## src/design/gbb_pkg.sv

```systemverilog
// ----------------------------------------------------------------------------
// gbb_pkg
// shared types and constants of the glyph bitmap blitter
// ----------------------------------------------------------------------------
package gbb_pkg;

    // item command codes
    localparam logic CMD_LOAD = 1'b0;
    localparam logic CMD_BLIT = 1'b1;

    // configuration register indexes
    localparam logic [2:0] CFG_GLYPH_WIDTH   = 3'd0;
    localparam logic [2:0] CFG_GLYPH_HEIGHT  = 3'd1;
    localparam logic [2:0] CFG_GLYPH_BYTES   = 3'd2;
    localparam logic [2:0] CFG_GLYPH_COUNT   = 3'd3;
    localparam logic [2:0] CFG_SCREEN_WIDTH  = 3'd4;
    localparam logic [2:0] CFG_SCREEN_HEIGHT = 3'd5;
    localparam logic [2:0] CFG_LINE_PITCH    = 3'd6;

    // register reset values
    localparam logic [5:0]  RST_GLYPH_WIDTH   = 6'd8;
    localparam logic [5:0]  RST_GLYPH_HEIGHT  = 6'd16;
    localparam logic [7:0]  RST_GLYPH_BYTES   = 8'd16;
    localparam logic [15:0] RST_GLYPH_COUNT   = 16'd256;
    localparam logic [11:0] RST_SCREEN_WIDTH  = 12'd640;
    localparam logic [11:0] RST_SCREEN_HEIGHT = 12'd480;
    localparam logic [13:0] RST_LINE_PITCH    = 14'd2560;

    // font store is split into byte banks so one glyph row is read per cycle
    localparam int NUM_BANKS    = 8;
    // widest store address for any allowed store size
    localparam int STORE_AW_MAX = 16;
    // bit index inside one glyph, up to 32 rows of 32 pixels
    localparam int IDX_W        = 11;

    typedef struct packed {
        logic               cmd;
        logic [13:0]        store_address;
        logic [7:0]         store_byte;
        logic [31:0]        glyph_code;
        logic signed [15:0] cell_column;
        logic signed [15:0] cell_row;
    } t_in_word;

    typedef struct packed {
        logic [25:0] row_offset;
        logic [31:0] row_pixels;
        logic        last_row;
    } t_out_word;

    typedef struct packed {
        logic [5:0]  glyph_width;
        logic [5:0]  glyph_height;
        logic [7:0]  glyph_bytes;
        logic [15:0] glyph_count;
        logic [11:0] screen_width;
        logic [11:0] screen_height;
        logic [13:0] line_pitch;
    } t_cfg;

    // item leaving the setup pipeline
    typedef struct packed {
        logic                    valid;
        logic                    cmd;
        logic                    drop;
        logic [STORE_AW_MAX-1:0] addr;
        logic [7:0]              data;
        logic [STORE_AW_MAX-1:0] base;
        logic [25:0]             offset;
        logic [5:0]              w;
        logic [5:0]              h;
    } t_setup_word;

    // one glyph row read request
    typedef struct packed {
        logic                    valid;
        logic [STORE_AW_MAX-1:0] a0;
        logic [2:0]              bit_off;
        logic [5:0]              w;
        logic [25:0]             offset;
        logic                    last;
    } t_fetch_req;

    typedef struct packed {
        logic                    en;
        logic [STORE_AW_MAX-1:0] addr;
        logic [7:0]              data;
    } t_store_wr;

    function automatic logic [5:0] clamp_side(input logic [5:0] v, input logic [5:0] lim);
        return (v > lim) ? lim : v;
    endfunction

endpackage

```

## src/design/gbb_setup.sv

```systemverilog
// ----------------------------------------------------------------------------
// gbb_setup
// four stage front end: glyph select, products, cell test, first row offset
// ----------------------------------------------------------------------------
module gbb_setup #(
    parameter int MAX_GLYPH_SIDE = 32
) (
    input  logic                i_clk,
    input  logic                i_rst_n,
    input  logic                start,
    input  gbb_pkg::t_in_word   i_item,
    input  gbb_pkg::t_cfg       i_cfg,
    input  logic                i_ready,
    output logic                busy,
    output gbb_pkg::t_setup_word o_word
);
    import gbb_pkg::*;

    logic w_adv;

    // stage 1
    logic                    r_s1_valid;
    logic                    r_s1_cmd;
    logic [STORE_AW_MAX-1:0] r_s1_addr;
    logic [7:0]              r_s1_data;
    logic [15:0]             r_s1_glyph;
    logic                    r_s1_neg;
    logic [14:0]             r_s1_col;
    logic [14:0]             r_s1_row;
    logic [5:0]              r_s1_w;
    logic [5:0]              r_s1_h;
    // stage 2
    logic                    r_s2_valid;
    logic                    r_s2_cmd;
    logic [STORE_AW_MAX-1:0] r_s2_addr;
    logic [7:0]              r_s2_data;
    logic                    r_s2_neg;
    logic [21:0]             r_s2_cw1;
    logic [21:0]             r_s2_rh1;
    logic [11:0]             r_s2_colw;
    logic [11:0]             r_s2_rowh;
    logic [STORE_AW_MAX-1:0] r_s2_base;
    logic [5:0]              r_s2_w;
    logic [5:0]              r_s2_h;
    // stage 3
    logic                    r_s3_valid;
    logic                    r_s3_cmd;
    logic [STORE_AW_MAX-1:0] r_s3_addr;
    logic [7:0]              r_s3_data;
    logic                    r_s3_drop;
    logic [25:0]             r_s3_prod;
    logic [13:0]             r_s3_colw4;
    logic [STORE_AW_MAX-1:0] r_s3_base;
    logic [5:0]              r_s3_w;
    logic [5:0]              r_s3_h;
    // stage 4
    logic                    r_s4_valid;
    logic                    r_s4_cmd;
    logic [STORE_AW_MAX-1:0] r_s4_addr;
    logic [7:0]              r_s4_data;
    logic                    r_s4_drop;
    logic [25:0]             r_s4_offset;
    logic [STORE_AW_MAX-1:0] r_s4_base;
    logic [5:0]              r_s4_w;
    logic [5:0]              r_s4_h;

    logic [23:0] w_base_full;
    logic [20:0] w_colw_full;
    logic [20:0] w_rowh_full;

    // whole front end moves as one while the last stage can be handed on
    assign w_adv = !r_s4_valid || i_ready;
    assign busy  = !w_adv;

    assign w_base_full = 24'(i_cfg.glyph_bytes) * 24'(r_s1_glyph);
    assign w_colw_full = 21'(r_s1_col) * 21'(r_s1_w);
    assign w_rowh_full = 21'(r_s1_row) * 21'(r_s1_h);

    always_ff @(posedge i_clk) begin
        if (!i_rst_n) begin
            r_s1_valid <= 1'b0;
            r_s2_valid <= 1'b0;
            r_s3_valid <= 1'b0;
            r_s4_valid <= 1'b0;
        end else if (w_adv) begin
            r_s1_valid <= start;
            r_s2_valid <= r_s1_valid;
            r_s3_valid <= r_s2_valid;
            r_s4_valid <= r_s3_valid;
        end
    end

    always_ff @(posedge i_clk) begin
        if (w_adv) begin
            // stage 1: register the item, pick the glyph, clamp the sides
            r_s1_cmd   <= i_item.cmd;
            r_s1_addr  <= STORE_AW_MAX'(i_item.store_address);
            r_s1_data  <= i_item.store_byte;
            r_s1_glyph <= (i_item.glyph_code < 32'(i_cfg.glyph_count)) ?
                          i_item.glyph_code[15:0] : 16'd0;
            r_s1_neg   <= i_item.cell_column[15] | i_item.cell_row[15];
            r_s1_col   <= i_item.cell_column[14:0];
            r_s1_row   <= i_item.cell_row[14:0];
            r_s1_w     <= clamp_side(i_cfg.glyph_width, 6'(MAX_GLYPH_SIDE));
            r_s1_h     <= clamp_side(i_cfg.glyph_height, 6'(MAX_GLYPH_SIDE));

            // stage 2: products
            r_s2_cmd  <= r_s1_cmd;
            r_s2_addr <= r_s1_addr;
            r_s2_data <= r_s1_data;
            r_s2_neg  <= r_s1_neg;
            r_s2_cw1  <= 22'(16'(r_s1_col) + 16'd1) * 22'(r_s1_w);
            r_s2_rh1  <= 22'(16'(r_s1_row) + 16'd1) * 22'(r_s1_h);
            // cell passes only when these stay below 4095
            r_s2_colw <= w_colw_full[11:0];
            r_s2_rowh <= w_rowh_full[11:0];
            r_s2_base <= w_base_full[STORE_AW_MAX-1:0];
            r_s2_w    <= r_s1_w;
            r_s2_h    <= r_s1_h;

            // stage 3: cell test and pitch product
            r_s3_cmd   <= r_s2_cmd;
            r_s3_addr  <= r_s2_addr;
            r_s3_data  <= r_s2_data;
            r_s3_drop  <= r_s2_neg || (r_s2_h == 6'd0) ||
                          (r_s2_cw1 >= 22'(i_cfg.screen_width)) ||
                          (r_s2_rh1 >= 22'(i_cfg.screen_height));
            r_s3_prod  <= 26'(i_cfg.line_pitch) * 26'(r_s2_rowh);
            r_s3_colw4 <= {r_s2_colw, 2'b00};
            r_s3_base  <= r_s2_base;
            r_s3_w     <= r_s2_w;
            r_s3_h     <= r_s2_h;

            // stage 4: first row offset
            r_s4_cmd    <= r_s3_cmd;
            r_s4_addr   <= r_s3_addr;
            r_s4_data   <= r_s3_data;
            r_s4_drop   <= r_s3_drop;
            r_s4_offset <= r_s3_prod + 26'(r_s3_colw4);
            r_s4_base   <= r_s3_base;
            r_s4_w      <= r_s3_w;
            r_s4_h      <= r_s3_h;
        end
    end

    assign o_word = '{
        valid:  r_s4_valid,
        cmd:    r_s4_cmd,
        drop:   r_s4_drop,
        addr:   r_s4_addr,
        data:   r_s4_data,
        base:   r_s4_base,
        offset: r_s4_offset,
        w:      r_s4_w,
        h:      r_s4_h
    };

endmodule

```

## config.mk

```make
export PLATFORM = sky130hd
export DESIGN_NAME = gbb_setup
export DESIGN_NICKNAME = d
export VERILOG_FILES = /design/src/design/gbb_pkg.sv /design/src/design/gbb_setup.sv
export SDC_FILE = /design/constraint.sdc
export NUM_CORES = 2
export LEC_CHECK = 0
export BUFFER_PORTS_ARGS = -buffer_cell sky130_fd_sc_hd__buf_2
export CAP_MARGIN = 40
export CELL_PAD_IN_SITES_DETAIL_PLACEMENT = 0
export CELL_PAD_IN_SITES_GLOBAL_PLACEMENT = 1
export CORE_MARGIN = 2
export CORE_UTILIZATION = 25
export DETAILED_ROUTE_END_ITERATION = 12
export GPL_TIMING_DRIVEN = 0
export PLACE_DENSITY = 0.57
export SYNTH_ARGS = -nofsm -noshare
export SYNTH_HDL_FRONTEND = slang
export SYNTH_SLANG_ARGS = --single-unit
```

## constraint.sdc

```tcl
create_clock -name i_clk -period 10.4 [get_ports i_clk]
set_clock_uncertainty 0.05 [all_clocks]
set_input_delay 0.52 -clock i_clk [delete_from_list [all_inputs] [get_ports i_clk]]
set_output_delay 0.52 -clock i_clk [all_outputs]
set_load 0.02 [all_outputs]
```

**After elaboration in Yosys (flattened, before gate mapping)**

Index checks and enable logic that the tools add are counted.

- Input bits: 165
- Output and inout port bits: 82
- Bits in registers: 374

- $mul: 6
- Order comparisons: 5
- $add $sub $neg: 3
- Bitwise operators: 1
- Reduce and logical (&&, ||, !) cells: 7

Operators with widths:

| operator | count |
|---|---|
| $ge A22 B12 Y1 | 2 |
| $mul A16 B6 Y22 | 2 |
| $add A15 B1 Y16 const B | 2 |
| $lt A32 B16 Y1 | 1 |
| $mul A15 B6 Y12 | 2 |
| $add A26 B14 Y26 | 1 |
| $mul A14 B12 Y26 | 1 |
| $mul A8 B16 Y16 | 1 |
| $gt A6 B6 Y1 const B | 2 |
| $logic_not A6 Y1 | 1 |
| $logic_or A1 B1 Y1 | 4 |
| $logic_not A1 Y1 | 2 |
| $or A1 B1 Y1 | 1 |

**Longest topological paths before layout**

- Depth after elaboration: 4
- Depth in mapped cells: 22
- Gate-level depth less buffers: 21

**Worst setup path before layout**

Ideal clock, no wire load.

- Path type: input -> register
- Start point: input i_ready
- End point: register r_s4_valid
- Path buffers: 0
- Arrival time: 12.293 ns
- Stages: 3
- Slack: -2.075 ns
- Path through: nand2b_1 inv_1 o21a_1

- Longest elaborated chain between the ends: 1

RTL lines:

| item | RTL line | source |
|---|---|---|
| start, declared | gbb_setup.sv:13 | `input logic i_ready,` |
| $logic_or A1 B1 Y1 | gbb_setup.sv:72 | `assign w_adv = !r_s4_valid \|\| i_ready;` |
| end signal, assigned | gbb_setup.sv:89 | `r_s4_valid <= r_s3_valid;` |
| end, declared | gbb_setup.sv:57 | `logic r_s4_valid;` |

No other way between the ends.
A chain may end at the register's enable or synchronous reset.

**Worst setup path after layout**

- Start point: register r_s2_rowh[5]
- End point: register r_s3_prod[24] (data pin)

- Longest elaborated chain between the ends: 1

RTL lines:

| item | RTL line | source |
|---|---|---|
| start, declared | gbb_setup.sv:41 | `logic [11:0] r_s2_rowh;` |
| start signal, assigned | gbb_setup.sv:116 | `r_s2_rowh <= w_rowh_full[11:0];` |
| $mul A14 B12 Y26 | gbb_setup.sv:128 | `r_s3_prod <= 26'(i_cfg.line_pitch) * 26'(r_s2_rowh);` |
| end signal, assigned | gbb_setup.sv:128 |  |
| end, declared | gbb_setup.sv:51 | `logic [25:0] r_s3_prod;` |

No other way between the ends.

==> metrics <==
status finished clean; Tightest Hold Check Type primary input to flip-flop; leakage 0.0164 µW; CP dominant cell by count fa_1; pin count of the biggest net entering global routing 65; Synth area leader edfxtp_1; antenna violations before repair 9; ys flop type edfxtp_1; Final Setup Violations 0; CP Cell Sequence clkbuf_1 -> nand2_1 -> fa_1 -> fa_1 -> inv_1 -> fa_1 -> fa_1 -> inv_1 -> fa_1 -> inv_1 -> ha_1 -> a21o_1 -> or4_1 -> o22ai_1 -> a31oi_1 -> a41o_1 -> a31oi_1 -> o21bai_1 -> xor2_1; share of cells above drive strength 1 11.0%; number of warnings issued by yosys 0; row cnt 127; mean post-synth cell area 11.1 µm²; Slew Viols, Final 0; Die Width 352 µm; Worst path max stage delay 570 ps; Detailed Route Iter0 Violations 800; Area contributors post-synth edfxtp_1, fa_1, ha_1; routed len/inst 15.5 µm; post-synthesis cell type count 55; Core ar. 120,000 µm²; Synth top area share 36.7%; slew margin rel. 47.8%; vias per inst 4.06; Synth-to-Final Area Change 17.9%; CTS resizes 0; Final Hold Viols 0; DR DRC count 0; number of global-route vias before repair 20,500; pre-CTS WS 3920 ps; EDFF count, synth 370; Crit-path slowest cell fa_1; die area 124,000 µm²; fraction of registers with async set/reset 0%; Setup crit end kind flip-flop; Vias 19,100; H-tree level count 2; RSZ-0062 raised after global routing no; minimum clock period 6220 ps; DP HPWL 57.3 mm; Final Instance Count excl. Fillers 4,710; Achievable Freq 161 MHz; Placed Cells 4,579; Syn Inst Count 2,717; CTS clk-pin slew, worst paths 70 ps; Post-Route Utilization 29.7%; Max Cap Viol 0; power per cell area 297 nW/µm²; Pre-antenna DRT Iters 5; Port Buffers 242; root cell of the clock tree clkbuf_16; CTS tree done; Setup TNS 0 ps; Slew @ Worst Pin 783 ps; hold buffers post-CTS 48; Post-CTS Setup Repair Bufs 0; synth cell count leaders inv_1, edfxtp_1, fa_1, nand2_1, ha_1; worst path required time 10,730 ps; overall routed net length 72.9 mm; hold slack 59.3 ps; nets 3,811; global placement routability congestion 0.791; Worst Path Max Fanout 10; Worst Setup Path Type flip-flop to flip-flop; worst skew pair latency 640 ps; Die H 352 µm; Antenna Nets Post-Route 0; global-route wire length before repair 118 mm; Overflow after GRT 0; Tcrit/Tclk final 59.8%; top-count cell post-synth inv_1; Max Buffers Root-to-Sink 3; Max VDD drop 377 µV; clock sinks 374; gr usage total 12.0%; FF+latch count, synth 374; Initial Util 25.2%; post-synthesis sequential area ratio 37.0%; final worst slack 4180 ps; cell area after synthesis 30,300 µm²; total CTS buffers 47; CP Data Arrival Time 6550 ps; CP startpoint kind flip-flop; Top Ports 247
## kinds of logic (layout without fill, tap and decap cells)
| family | count (synthesis) | in the layout | share of synthesized area (%) |
|---|---|---|---|
| other | 1 | 4 | 0.0124 |
| flip-flops | 374 | 374 | 37.0 |
| buffers and inverters | 567 | 945 | 7.12 |
| adder cells (fa/ha/maj) | 582 | 582 | 32.8 |
| AND/OR/NAND/NOR | 815 | 815 | 13.7 |
| AO/OA/AOI/OAI | 221 | 221 | 4.89 |
| XOR/XNOR | 157 | 157 | 4.54 |
## critical path: cells and delay by family, from the launching register on
| kind | cells | cell delay (ps) |
|---|---|---|
| compound gates | 6 | 1090 |
| fa+ha+maj | 6 | 2980 |
| buf+inv | 4 | 640 |
| xor+xnor | 1 | 140 |
| simple gates | 2 | 570 |
| flops | 1 | 460 |
## metal layers
metal | up-vias | GRT usage (%) | share of wire, %
li1 | 9353 | - | -
met1 | 9468 | 17.0 | 49
met2 | 244 | 19.2 | 45
met3 | 71 | 2.13 | 3.8
met4 | 8 | 2.66 | 1.8
met5 | - | 0 | 0.071
## power breakdown
| group | switching, µW | internal [µW] | total (µW) |
|---|---|---|---|
| registers | 146 | 2300 | 2440 |
| logic | 3680 | 2880 | 6550 |
| clock network | 702 | 910 | 1610 |
| total | 4520 | 6080 | 10600 |
## metrics by stage
step                area (µm²)  total power (µW)
global route             35700             11900
floorplan                30300              7550
CTS                      35700             10900
global placement         33500              9140
detailed placement       33700              9140
finish                   35700             10600
## placed cells by master, fill, tap and decap left out, types with 5 or more instances in the layout
| cell | count |
|---|---|
| a211oi_1 | 6 |
| a21boi_0 | 9 |
| a21o_1 | 37 |
| a21oi_1 | 77 |
| and2_1 | 168 |
| and3_1 | 13 |
| and4_1 | 6 |
| buf_16 | 5 |
| buf_2 | 246 |
| buf_4 | 6 |
| clkbuf_1 | 80 |
| clkbuf_16 | 47 |
| clkinv_1 | 10 |
| clkinv_2 | 5 |
| clkinvlp_4 | 6 |
| dlygate4sd3_1 | 48 |
| edfxtp_1 | 370 |
| fa_1 | 353 |
| ha_1 | 229 |
| inv_1 | 480 |
| nand2_1 | 316 |
| nand2b_1 | 27 |
| nand3_1 | 24 |
| nand4_1 | 12 |
| nor2_1 | 59 |
| nor2b_1 | 151 |
| nor3_1 | 15 |
| nor4_1 | 10 |
| o21a_1 | 15 |
| o21ai_0 | 19 |
| o21ai_1 | 8 |
| o21bai_1 | 16 |
| xnor2_1 | 117 |
| xor2_1 | 40 |
## final timing paths
check                                            start                      end  slack (ps)  depth (start not counted)
worst max-delay path            r_s2_rowh[5]$_DFFE_PN_  r_s3_prod[24]$_DFFE_PN_        4180                         19
worst min-delay path                        i_item[11]   r_s1_row[11]$_DFFE_PN_          60                          1
worst max register to register  r_s2_rowh[5]$_DFFE_PN_  r_s3_prod[24]$_DFFE_PN_        4180                         19
worst min register to register  r_s2_base[2]$_DFFE_PN_   r_s3_base[2]$_DFFE_PN_         330                          0
## final cells by class
type	instances	area, µm²
diodes	2	5.00
plain buffers	87	354
clock buffers	50	1190
clock inverters	31	323
fillers	12600	84300
inverters	480	1800
multi-input cells	1777	16900
flip-flops and latches	374	11200
well taps	1612	2020
repair buffers	297	1870
## flip-flops by register name (all words and copies together), names as in the netlist, 12 cells and up
| name | cells |
|---|---|
| r_s2_base | 16 |
| r_s4_offset | 26 |
| r_s2_colw | 12 |
| r_s1_row | 15 |
| r_s2_rh1 | 22 |
| r_s2_rowh | 12 |
| r_s1_col | 15 |
| r_s3_base | 16 |
| r_s1_glyph | 16 |
| r_s3_colw4 | 12 |
| r_s4_addr | 14 |
| r_s4_base | 16 |
| r_s1_addr | 14 |
| r_s2_addr | 14 |
| r_s3_prod | 26 |
| r_s3_addr | 14 |
| r_s2_cw1 | 22 |
Note: power is estimated with default switching activity, not from simulation.
