### src/design/gbb_pkg.sv
// ----------------------------------------------------------------------------
// gbb_pkg
// shared types and constants of the glyph bitmap blitter
// ----------------------------------------------------------------------------
package gbb_pkg;

    // item command codes
    localparam logic CMD_LOAD = 1'b0;
    localparam logic CMD_BLIT = 1'b1;

    // configuration register indexes
    localparam logic [2:0] CFG_GLYPH_WIDTH   = 3'd0;
    localparam logic [2:0] CFG_GLYPH_HEIGHT  = 3'd1;
    localparam logic [2:0] CFG_GLYPH_BYTES   = 3'd2;
    localparam logic [2:0] CFG_GLYPH_COUNT   = 3'd3;
    localparam logic [2:0] CFG_SCREEN_WIDTH  = 3'd4;
    localparam logic [2:0] CFG_SCREEN_HEIGHT = 3'd5;
    localparam logic [2:0] CFG_LINE_PITCH    = 3'd6;

    // register reset values
    localparam logic [5:0]  RST_GLYPH_WIDTH   = 6'd8;
    localparam logic [5:0]  RST_GLYPH_HEIGHT  = 6'd16;
    localparam logic [7:0]  RST_GLYPH_BYTES   = 8'd16;
    localparam logic [15:0] RST_GLYPH_COUNT   = 16'd256;
    localparam logic [11:0] RST_SCREEN_WIDTH  = 12'd640;
    localparam logic [11:0] RST_SCREEN_HEIGHT = 12'd480;
    localparam logic [13:0] RST_LINE_PITCH    = 14'd2560;

    // font store is split into byte banks so one glyph row is read per cycle
    localparam int NUM_BANKS    = 8;
    // widest store address for any allowed store size
    localparam int STORE_AW_MAX = 16;
    // bit index inside one glyph, up to 32 rows of 32 pixels
    localparam int IDX_W        = 11;

    typedef struct packed {
        logic               cmd;
        logic [13:0]        store_address;
        logic [7:0]         store_byte;
        logic [31:0]        glyph_code;
        logic signed [15:0] cell_column;
        logic signed [15:0] cell_row;
    } t_in_word;

    typedef struct packed {
        logic [25:0] row_offset;
        logic [31:0] row_pixels;
        logic        last_row;
    } t_out_word;

    typedef struct packed {
        logic [5:0]  glyph_width;
        logic [5:0]  glyph_height;
        logic [7:0]  glyph_bytes;
        logic [15:0] glyph_count;
        logic [11:0] screen_width;
        logic [11:0] screen_height;
        logic [13:0] line_pitch;
    } t_cfg;

    // item leaving the setup pipeline
    typedef struct packed {
        logic                    valid;
        logic                    cmd;
        logic                    drop;
        logic [STORE_AW_MAX-1:0] addr;
        logic [7:0]              data;
        logic [STORE_AW_MAX-1:0] base;
        logic [25:0]             offset;
        logic [5:0]              w;
        logic [5:0]              h;
    } t_setup_word;

    // one glyph row read request
    typedef struct packed {
        logic                    valid;
        logic [STORE_AW_MAX-1:0] a0;
        logic [2:0]              bit_off;
        logic [5:0]              w;
        logic [25:0]             offset;
        logic                    last;
    } t_fetch_req;

    typedef struct packed {
        logic                    en;
        logic [STORE_AW_MAX-1:0] addr;
        logic [7:0]              data;
    } t_store_wr;

    function automatic logic [5:0] clamp_side(input logic [5:0] v, input logic [5:0] lim);
        return (v > lim) ? lim : v;
    endfunction

endpackage

### src/design/gbb_rowgen.sv
// ----------------------------------------------------------------------------
// gbb_rowgen
// row sequencer: one glyph row request per cycle, font store writes in order
// ----------------------------------------------------------------------------
module gbb_rowgen (
    input  logic                 i_clk,
    input  logic                 i_rst_n,
    input  gbb_pkg::t_setup_word i_word,
    input  gbb_pkg::t_cfg        i_cfg,
    output logic                 o_ready,
    output gbb_pkg::t_fetch_req  o_req,
    output gbb_pkg::t_store_wr   o_wr
);
    import gbb_pkg::*;

    logic                    r_active;
    logic [5:0]              r_j;
    logic [5:0]              r_h;
    logic [5:0]              r_w;
    logic [IDX_W-1:0]        r_idx;
    logic [STORE_AW_MAX-1:0] r_base;
    logic [25:0]             r_off;

    logic                    r_req_valid;
    logic [STORE_AW_MAX-1:0] r_req_a0;
    logic [2:0]              r_req_boff;
    logic [5:0]              r_req_w;
    logic [25:0]             r_req_offset;
    logic                    r_req_last;

    logic                    r_wr_en;
    logic [STORE_AW_MAX-1:0] r_wr_addr;
    logic [7:0]              r_wr_data;

    logic w_last;
    logic w_take;
    logic w_start_blit;

    assign w_last       = (r_j == r_h - 6'd1);
    assign o_ready      = !r_active || w_last;
    assign w_take       = i_word.valid && o_ready;
    assign w_start_blit = w_take && (i_word.cmd == CMD_BLIT) && !i_word.drop;

    always_ff @(posedge i_clk) begin
        if (!i_rst_n) begin
            r_active    <= 1'b0;
            r_req_valid <= 1'b0;
            r_wr_en     <= 1'b0;
        end else begin
            r_req_valid <= r_active;
            r_wr_en     <= w_take && (i_word.cmd == CMD_LOAD);
            if (w_start_blit) begin
                r_active <= 1'b1;
            end else if (r_active && w_last) begin
                r_active <= 1'b0;
            end
        end
    end

    always_ff @(posedge i_clk) begin
        // request for the current row
        r_req_a0     <= r_base + STORE_AW_MAX'(r_idx[IDX_W-1:3]);
        r_req_boff   <= r_idx[2:0];
        r_req_w      <= r_w;
        r_req_offset <= r_off;
        r_req_last   <= w_last;

        r_wr_addr <= i_word.addr;
        r_wr_data <= i_word.data;

        if (w_start_blit) begin
            r_j    <= 6'd0;
            r_h    <= i_word.h;
            r_w    <= i_word.w;
            r_idx  <= '0;
            r_base <= i_word.base;
            r_off  <= i_word.offset;
        end else if (r_active) begin
            r_j   <= r_j + 6'd1;
            r_idx <= r_idx + IDX_W'(r_w);
            r_off <= r_off + 26'(i_cfg.line_pitch);
        end
    end

    assign o_req = '{
        valid:   r_req_valid,
        a0:      r_req_a0,
        bit_off: r_req_boff,
        w:       r_req_w,
        offset:  r_req_offset,
        last:    r_req_last
    };

    assign o_wr = '{en: r_wr_en, addr: r_wr_addr, data: r_wr_data};

`ifndef SYNTHESIS
    a_row_in_range: assert property (@(posedge i_clk) disable iff (!i_rst_n)
        r_active |-> (r_j < r_h))
        else $error("row counter past glyph height");

    a_keeps_running: assert property (@(posedge i_clk) disable iff (!i_rst_n)
        (r_active && !w_last) |=> r_active)
        else $error("glyph ended before its last row");
`endif

endmodule

### config.mk
export PLATFORM = sky130hd
export DESIGN_NAME = gbb_rowgen
export DESIGN_NICKNAME = d
export VERILOG_FILES = /design/src/design/gbb_pkg.sv /design/src/design/gbb_rowgen.sv
export SDC_FILE = /design/constraint.sdc
export NUM_CORES = 1
export LEC_CHECK = 0
export ABC_AREA = 1
export BUFFER_PORTS_ARGS = -buffer_cell sky130_fd_sc_hd__buf_4
export CAP_MARGIN = 10
export CORE_ASPECT_RATIO = 1.2
export CORE_UTILIZATION = 54
export DETAILED_ROUTE_END_ITERATION = 8
export GPL_TIMING_DRIVEN = 0
export PLACE_DENSITY = 0.85
export SETUP_SLACK_MARGIN = 0.4
export SYNTH_ARGS = -nofsm -noshare
export SYNTH_HDL_FRONTEND = slang
export SYNTH_SLANG_ARGS = --single-unit
### constraint.sdc
create_clock -name i_clk -period 4.2 [get_ports i_clk]
set_clock_uncertainty 0.2 [all_clocks]
set_input_delay 0.84 -clock i_clk [delete_from_list [all_inputs] [get_ports i_clk]]
set_output_delay 0.84 -clock i_clk [all_outputs]
set_load 0.1 [all_outputs]
=== Word-level counts from Yosys, hierarchy flattened ===
Index checks and enable logic that the tools add are counted.

* Bits of input ports: 157
* Flip-flop bits (word level): 150
* Output and inout port bits: 79

* Add/sub/neg operators: 5
* Reduce and logical (&&, ||, !) cells: 10
* Bitwise gates (word level): 1
* Mux-type cells: 4
* Eq/ne operators: 1

{| class="wikitable"
|+ Operators with widths
! operator !! number
|-
| two-way mux 26 bit || 2
|-
| adder 26 x 14 -> 26 bit || 1
|-
| adder 16 x 8 -> 16 bit || 1
|-
| adder 11 x 6 -> 11 bit || 1
|-
| adder 6 x 1 -> 6 bit, second input constant || 1
|-
| equality test 6 bit || 1
|-
| subtractor 6 x 1 -> 6 bit, second input constant || 1
|-
| logical AND 1 bit || 5
|-
| nonzero test 2 bit || 2
|-
| zero test 1 bit || 2
|-
| two-way mux 1 bit || 2
|-
| logical OR 1 bit || 1
|-
| inverter 1 bit || 1
|}

=== Depth between registers and ports, before layout ===
Gate-level depths: netlist of run 1.

* Word-level depth: 7
* Depth in mapped cells: 13
* Depth with buffers taken out: 13

=== Least setup slack after synthesis of run 1 ===
OpenSTA, ideal clock, no wires.

* Path type: input to register
* From: in i_word[79] (netlist bit)
* To: reg r_off[0] (enable)
* Slack: 1401 ps
* Required time: 3617 ps
* Library setup time: 383 ps
* Stages: 5
* Data arrival time: 2216 ps
* Path through: inv_1 -> nor2_1 -> nand3_4 -> buf_6 -> nand2_1

* Cells in the longest elaborated chain, start to end: 3

{| class="wikitable"
|+ Ends and longest elaborated chain
! item !! line !! source
|-
| start: declaration || gbb_rowgen.sv:8 || <nowiki>input gbb_pkg::t_setup_word i_word,</nowiki>
|-
| logical AND 1 bit (2 in a row) || gbb_rowgen.sv:42 || <nowiki>assign w_start_blit = w_take && (i_word.cmd == CMD_BLIT) && !i_word.drop;</nowiki>
|-
| nonzero test 2 bit (no source line) || n/a ||
|-
| end signal: assignment || gbb_rowgen.sv:77 || <nowiki>r_off <= i_word.offset;</nowiki>
|-
| end signal: assignment || gbb_rowgen.sv:81 || <nowiki>r_off <= r_off + 26'(i_cfg.line_pitch);</nowiki>
|-
| end: declaration || gbb_rowgen.sv:22 || <nowiki>logic [25:0] r_off;</nowiki>
|}

Every way passes these cells.
A chain may end at the register's enable or synchronous reset.

=== Worst setup path after layout of run 1 ===
* From: reg r_h[0]
* To: out o_ready

* Cells in the longest elaborated chain, start to end: 3

{| class="wikitable"
|+ Ends and longest elaborated chain
! item !! line !! source
|-
| start: declaration || gbb_rowgen.sv:18 || <nowiki>logic [5:0] r_h;</nowiki>
|-
| start signal: assignment || gbb_rowgen.sv:73 || <nowiki>r_h <= i_word.h;</nowiki>
|-
| subtractor 6 x 1 -> 6 bit || gbb_rowgen.sv:39 || <nowiki>assign w_last = (r_j == r_h - 6'd1);</nowiki>
|-
| equality test 6 bit || gbb_rowgen.sv:39 ||
|-
| logical OR 1 bit || gbb_rowgen.sv:40 || <nowiki>assign o_ready = !r_active || w_last;</nowiki>
|-
| end: declaration || gbb_rowgen.sv:10 || <nowiki>output logic o_ready,</nowiki>
|}

Every way passes these cells.

==> summary.md, run 1 <==
| Metric | Value |
|---|---|
| Most common library cell in the layout ignoring fill and taps | nand2_1 |
| Pleak | 4.628 nW |
| First-pass GRT wire length | 25880 um |
| CP Class | register to primary output |
| Area grow syn2layout | 30.94% |
| Vias per inst | 5.025 |
| Fin Hold WS | 174.6 ps |
| Total wire length | 15750 um |
| Final core utilization | 73.29% |
| Total CTS buffers | 17 |
| Synth Flop Type | dfxtp_1 |
| Core Box Area | 0.01228 mm2 |
| Stages on worst setup path | 10 |
| Most frequent cells in the layout | nand2_1 (276), buf_4 (178), inv_1 (105) |
| Worst slack, placed | 742.6 ps |
| Slew @ Worst Pin | 1177 ps |
| Final worst setup slack | 808.6 ps |
| Ys async rst share | 0% |
| Peak supply drop | 0.0004958 V |
| CP Cell Sequence | inv_1 -> ha_1 -> nand2_1 -> nand3_1 -> nand3_1 -> nor2_1 -> nand3_2 -> nand2_4 -> buf_2 -> buf_4 |
| Chip height | 125.6 um |
| PortBufs | 175 |
| Slowest CP cell | edfxtp_1 |
| Unrepaired setup endpoints after global routing | false |
| Share of cells above drive strength 1 | 22.79% |
| GP Congestion | 0.9203 |
| DRC | 0 |
| WP data arrival | 2350 ps |
| Vias in the first global route | 5973 |
| Ys Warns | 0 |
| Largest net degree at the start of global routing | 29 |
| Post-cts sizing count | 0 |
| CTS tree | built |
| Final setup fails | 0 |
| Cells on worst reg2reg path | 11 |
| Final Max Tran Viols | 0 |
| Critical path fanouts, max | 10 |
| Routed WL per cell | 13.36 um |
| CP Launch Type | register |
| Launching point of the worst reg2reg path | r_h[0] |
| Seq cells post-synth | 150 |
| Sequential share of the synthesized area | 51.57% |
| Tcrit/Tclk final | 80.75% |
| Worst Path Required | 3160 ps |
| Initial antenna violation count | 0 |
| Syn avg cell area | 8.473 um2 |
| Starting density of the core | 55.97% |
| Cells after Synth | 811 |
| Initial DRC count | 268 |
| Pre-Repair DR Iteration Count | 4 |
| CTS Sinks | 150 |
| Hold Crit Start | r_off[11] |
| Post-Syn Nets | 1001 |
| Die width | 105.0 um |
| Clock Tree Buf Depth | 2 |
| Tmin final | 3391 ps |
| Total GRT Usage | 24.77% |
| Die area | 0.01318 mm2 |
| Clock slew at reported path FFs | 60 ps |
| Hold Crit Class | register to register |
| Total Nets Final | 1195 |
| H-tree levels | 4 |
| CP top delay family | buffers and inverters |
| Worst skew pair latency | 420 ps |
| Row Count | 44 |
| Status | finished clean |
| Relative slew slack | 21.32% |
| Final ANT Viol Nets | 0 |
| Crit path top cell by count | nand3_1 |
| Hold Buf Count CTS | 0 |
| PwrDens | 524.8 mW/mm2 |
| I/O pin count | 236 |
| Hold Fails Final Rpt | 0 |
| Post-synthesis cell area | 0.006872 mm2 |
| Hold depth | 0 |
| EDFF count, synth | 54 |
| Buf+Inv Stages, Crit Path | 3 |
| Nature of the critical path endpoint | primary output |
| Crit path from | r_h[0] |
| Max Cap Violations | 0 |
| Overflow after GRT | 0 |
| # Post-CTS Setup Buffers | 0 |
| Crit-path max cell delay | 400 ps |
| DP Wirelength | 11590 um |
| Setup TNS | 0 ps |
| Antenna fix cells | 0 |
| Clk root buf | clkbuf_16 |
| Via count | 5925 |
| Cell variety after synth | 32 |
| Fmax | 294.9 MHz |
[metal layers]
layer | vias to the layer above | GRT usage, % | wire length, um
li1 | 2991 | - | -
met1 | 2682 | 24.63 | 5725
met2 | 206 | 48.03 | 8637
met3 | 46 | 5.579 | 889
met4 | 0 | 11.60 | 496
met5 | - | 0 | 0
[through the flow]
| stage | instances | area [um2] | power (mW) |
|---|---|---|---|
| floorplan | 811 | 6872 | 2.843 |
| global placement | 1147 | 8387 | 3.150 |
| detailed placement | 1147 | 8387 | 3.181 |
| CTS | 1179 | 8997 | 4.743 |
| global route | 1179 | 8997 | 4.925 |
| finish | 1179 | 8997 | 4.722 |
[logic make-up (layout without fill, tap and decap cells)]
| kind of cell | count (synthesis) | in the layout | synth area share (%) |
|---|---|---|---|
| compound gates | 37 | 37 | 2.950 |
| xor+xnor | 39 | 39 | 4.971 |
| fa+ha+maj | 33 | 33 | 6.337 |
| buf+inv | 127 | 334 | 7.829 |
| flops | 150 | 150 | 51.57 |
| simple gates | 425 | 425 | 26.35 |
[area by class of cell]
| type | instances | area, um2 |
|---|---|---|
| buffer | 17 | 125.1 |
| clock buffer | 17 | 425.4 |
| clock inverter | 15 | 185.2 |
| fill | 907 | 3279 |
| inverter | 110 | 412.9 |
| multi-input combinational | 534 | 2790 |
| sequential | 150 | 3543 |
| tap | 161 | 201.4 |
| timing repair buffer | 175 | 1314 |
[state kept, by name, summed over array words and instances (netlist names), 8 cells and up]
register,cells
r_off,26
r_req_offset,26
r_base,16
r_req_a0,16
r_wr_addr,16
r_idx,11
r_wr_data,8
[worst paths after layout]
check,to,slack (ps)
setup reg to reg,r_off[20],1020
hold reg to reg,r_req_offset[11],170
hold / removal,r_req_offset[11],170
setup / recovery,o_ready,810
[power breakdown]
| group | switching [mW] | total, mW | internal (mW) |
|---|---|---|---|
| logic | 1.02 | 1.41 | 0.390 |
| clock network | 0.649 | 1.55 | 0.902 |
| registers | 0.0913 | 1.76 | 1.67 |
[synthesized netlist by cell type, types with 5 or more instances]
library cell  number  share of area (%)
a21oi_1           16                1.2
buf_6              6               0.98
dfxtp_1           96                 28
edfxtp_1          54                 24
ha_1              30                5.5
inv_1            105                5.7
inv_2              5               0.27
nand2_1          276                 15
nand3_1           47                3.4
nand4_1           35                3.2
nor2_1            44                2.4
nor3_1            11               0.80
o21ai_0           12               0.87
xnor2_1            9                1.1
xor2_1            30                3.8
No activity file was read; power rests on OpenSTA's default activity.
==> run 2, diff against run 1 <==
--- a/config.mk
+++ b/config.mk
@@ -9,10 +9,10 @@
 export BUFFER_PORTS_ARGS = -buffer_cell sky130_fd_sc_hd__buf_4
 export CAP_MARGIN = 10
 export CORE_ASPECT_RATIO = 1.2
-export CORE_UTILIZATION = 54
+export CORE_UTILIZATION = 46
 export DETAILED_ROUTE_END_ITERATION = 8
 export GPL_TIMING_DRIVEN = 0
-export PLACE_DENSITY = 0.85
+export PLACE_DENSITY = 0.77
 export SETUP_SLACK_MARGIN = 0.4
 export SYNTH_ARGS = -nofsm -noshare
 export SYNTH_HDL_FRONTEND = slang
==> constraint.sdc (replaced) <==
create_clock -name i_clk -period 3.02 [get_ports i_clk]
set_clock_uncertainty 0.2 [all_clocks]
set_input_delay 0.604 -clock i_clk [delete_from_list [all_inputs] [get_ports i_clk]]
set_output_delay 0.604 -clock i_clk [all_outputs]
set_load 0.1 [all_outputs]
==> run 2 against run 1 <==
Compared with the run above:
- sequential cell count unchanged
- hold slack got worse by 91 ps
- sequential power rose by 39%
- via count is 0.59% lower
- power grew 38%
- critical path depth decreased by 1
- die area increased by 17%
- cell area grew 1.9%
- cell count grew 4.1%
- sequential share of layout area shrank 0.74 points
- combinational power grew 40%
- critical endpoint unchanged
==> summary.md, run 2 (synthesized netlist as in run 1, its figures left out) <==
| Metric | Value |
|---|---|
| Total wire length | 15900 um (was 15750 um) |
| Total Nets Final | 1204 (was 1195) |
| Hold Fails Final Rpt | 0 (unchanged) |
| DP Wirelength | 11810 um (was 11590 um) |
| Routed WL per cell | 12.96 um (was 13.36 um) |
| Most common library cell in the layout ignoring fill and taps | nand2_1 (unchanged) |
| Vias per inst | 4.800 (was 5.025) |
| CP Launch Type | register (unchanged) |
| Share of cells above drive strength 1 | 24.15% (was 22.79%) |
| Total GRT Usage | 20.79% (was 24.77%) |
| Max Cap Violations | 0 (unchanged) |
| Area grow syn2layout | 33.45% (was 30.94%) |
| H-tree levels | 4 (unchanged) |
| Multi-input logic area | 0.002826 mm2 (was 0.002790 mm2) |
| Register area | 0.003543 mm2 (unchanged) |
| Initial antenna violation count | 0 (unchanged) |
| Final ANT Viol Nets | 0 (unchanged) |
| Critical path fanouts, max | 2 (was 10) |
| Antenna fix cells | 0 (unchanged) |
| Final core utilization | 63.36% (was 73.29%) |
| Vias in the first global route | 5800 (was 5973) |
| Die area | 0.01543 mm2 (was 0.01318 mm2) |
| Via count | 5890 (was 5925) |
| Die width | 113.6 um (was 105.0 um) |
| Total CTS buffers | 17 (unchanged) |
| Tcrit/Tclk final | 89.53% |
| Clock slew at reported path FFs | 60 ps (about the same) |
| CTS tree | built (unchanged) |
| CP Class | register to primary output (unchanged) |
| Slew @ Worst Pin | 914.2 ps (was 1177 ps) |
| Worst Path Required | 2220 ps (was 3160 ps) |
| Final Max Tran Viols | 0 (unchanged) |
| Unrepaired setup endpoints after global routing | true (was false) |
| Pleak | 4.669 nW (was 4.628 nW) |
| Filler Cells Inserted | 1216 (was 907) |
| Fin Hold WS | 83.11 ps (was 174.6 ps) |
| Pre-Repair DR Iteration Count | 4 (unchanged) |
| Largest net degree at the start of global routing | 27 (was 29) |
| Final Power | 6.499 mW (was 4.722 mW) |
| Nature of the critical path endpoint | primary output (unchanged) |
| PortBufs | 175 (unchanged) |
| First-pass GRT wire length | 25060 um (was 25880 um) |
| Status | finished clean (unchanged) |
| Relative slew slack | 38.83% (was 21.32%) |
| Core Box Area | 0.01447 mm2 (was 0.01228 mm2) |
| CTS Sinks | 150 (unchanged) |
| I/O pin count | 236 (unchanged) |
| Fmax | 369.8 MHz |
| Setup TNS | 0 ps (unchanged) |
| Hold Buf Count CTS | 0 (unchanged) |
| Tmin final | 2704 ps |
| Clock Tree Buf Depth | 2 (unchanged) |
| GP Congestion | 0.8778 (was 0.9203) |
| Chip height | 135.9 um (was 125.6 um) |
| Most frequent cells in the layout | nand2_1 (275), buf_4 (184), inv_1 (102) (was nand2_1 (276), buf_4 (178), inv_1 (105)) |
| Top flop regs | r_off (26), r_req_offset (26) (unchanged) |
| Placed Area | 0.008442 mm2 (was 0.008387 mm2) |
| Worst skew pair latency | 420 ps (about the same) |
| PwrDens | 708.7 mW/mm2 (was 524.8 mW/mm2) |
| Peak supply drop | 0.0006230 V (was 0.0004958 V) |
| Row Count | 48 (was 44) |
| Starting density of the core | 47.48% (was 55.97%) |
| Design Area, Final | 0.009170 mm2 (was 0.008997 mm2) |
| Hold Crit Class | input port to register (was register to register) |
| WP data arrival | 1900 ps (was 2350 ps) |
| DRC | 0 (unchanged) |
| Overflow after GRT | 0 (unchanged) |
| Final setup fails | 0 (unchanged) |
| Clk root buf | clkbuf_16 (unchanged) |
| Initial DRC count | 260 (was 268) |
[run 2: final cells by class]
cell class                 count  share of cell area, %
sequential                   150                  38.64
multi-input combinational    534                  30.82
timing repair buffer         183                  15.25
clock buffer                  21                  5.608
inverter                     110                  4.544
tap                          200                  2.729
buffer                        17                  1.474
clock inverter                11                 0.8460
timing repair inverter         1                0.08187
[run 2: path summary, 6_finish.rpt]
| kind | startpoint | endpoint | slack (ps) | cells after the start |
|---|---|---|---|---|
| setup / recovery | r_h[0] | o_ready | 320 | 9 |
| hold / removal | i_word[57] | r_wr_data[3] | 80 | 1 |
| setup reg to reg | r_off[0] | r_off[14] | 510 | 9 |
| hold reg to reg | r_idx[2] | r_req_boff[2] | 170 | 0 |
[run 2: where the power goes]
group          total [mW]  internal, mW  switching (mW)
Clock                2.08          1.23           0.851
Combinational        1.97         0.556            1.41
Sequential           2.45          2.33           0.123
[run 2: metal layers]
layer | share of wire, % | global-route usage [%]
met1 | 38 | 20.69
met2 | 53 | 40.07
met3 | 6.3 | 5.974
met4 | 2.3 | 8.260
met5 | 0 | 0
[run 2: what timing repair did]
action                                  4_1_cts  5_1_grt
hold endpoints to repair                      0        0
endpoints found under the setup margin       55       41
pin swaps                                     4        3
cloned                                        1        0
resized for setup                            12        3
setup buffers                                 5        3
[run 2: critical path: stages, from the launching register on]
cell      delay (ps)
edfxtp_1         350
inv_2             60
ha_4             260
xor2_1           130
nand3_1          100
nor2_2           120
nand3_2          100
nand2_4           90
buf_8            110
buf_12           160
[run 2: stage by stage]
stage / std cells / setup slack, ps
final: 1227 / 316.1
after global routing: 1227 / 206.6
after CTS: 1224 / 243.2
after detailed placement: 1186 / 5.899
after global placement: 1186 / 15.64
after floorplan: 811 / 490.7
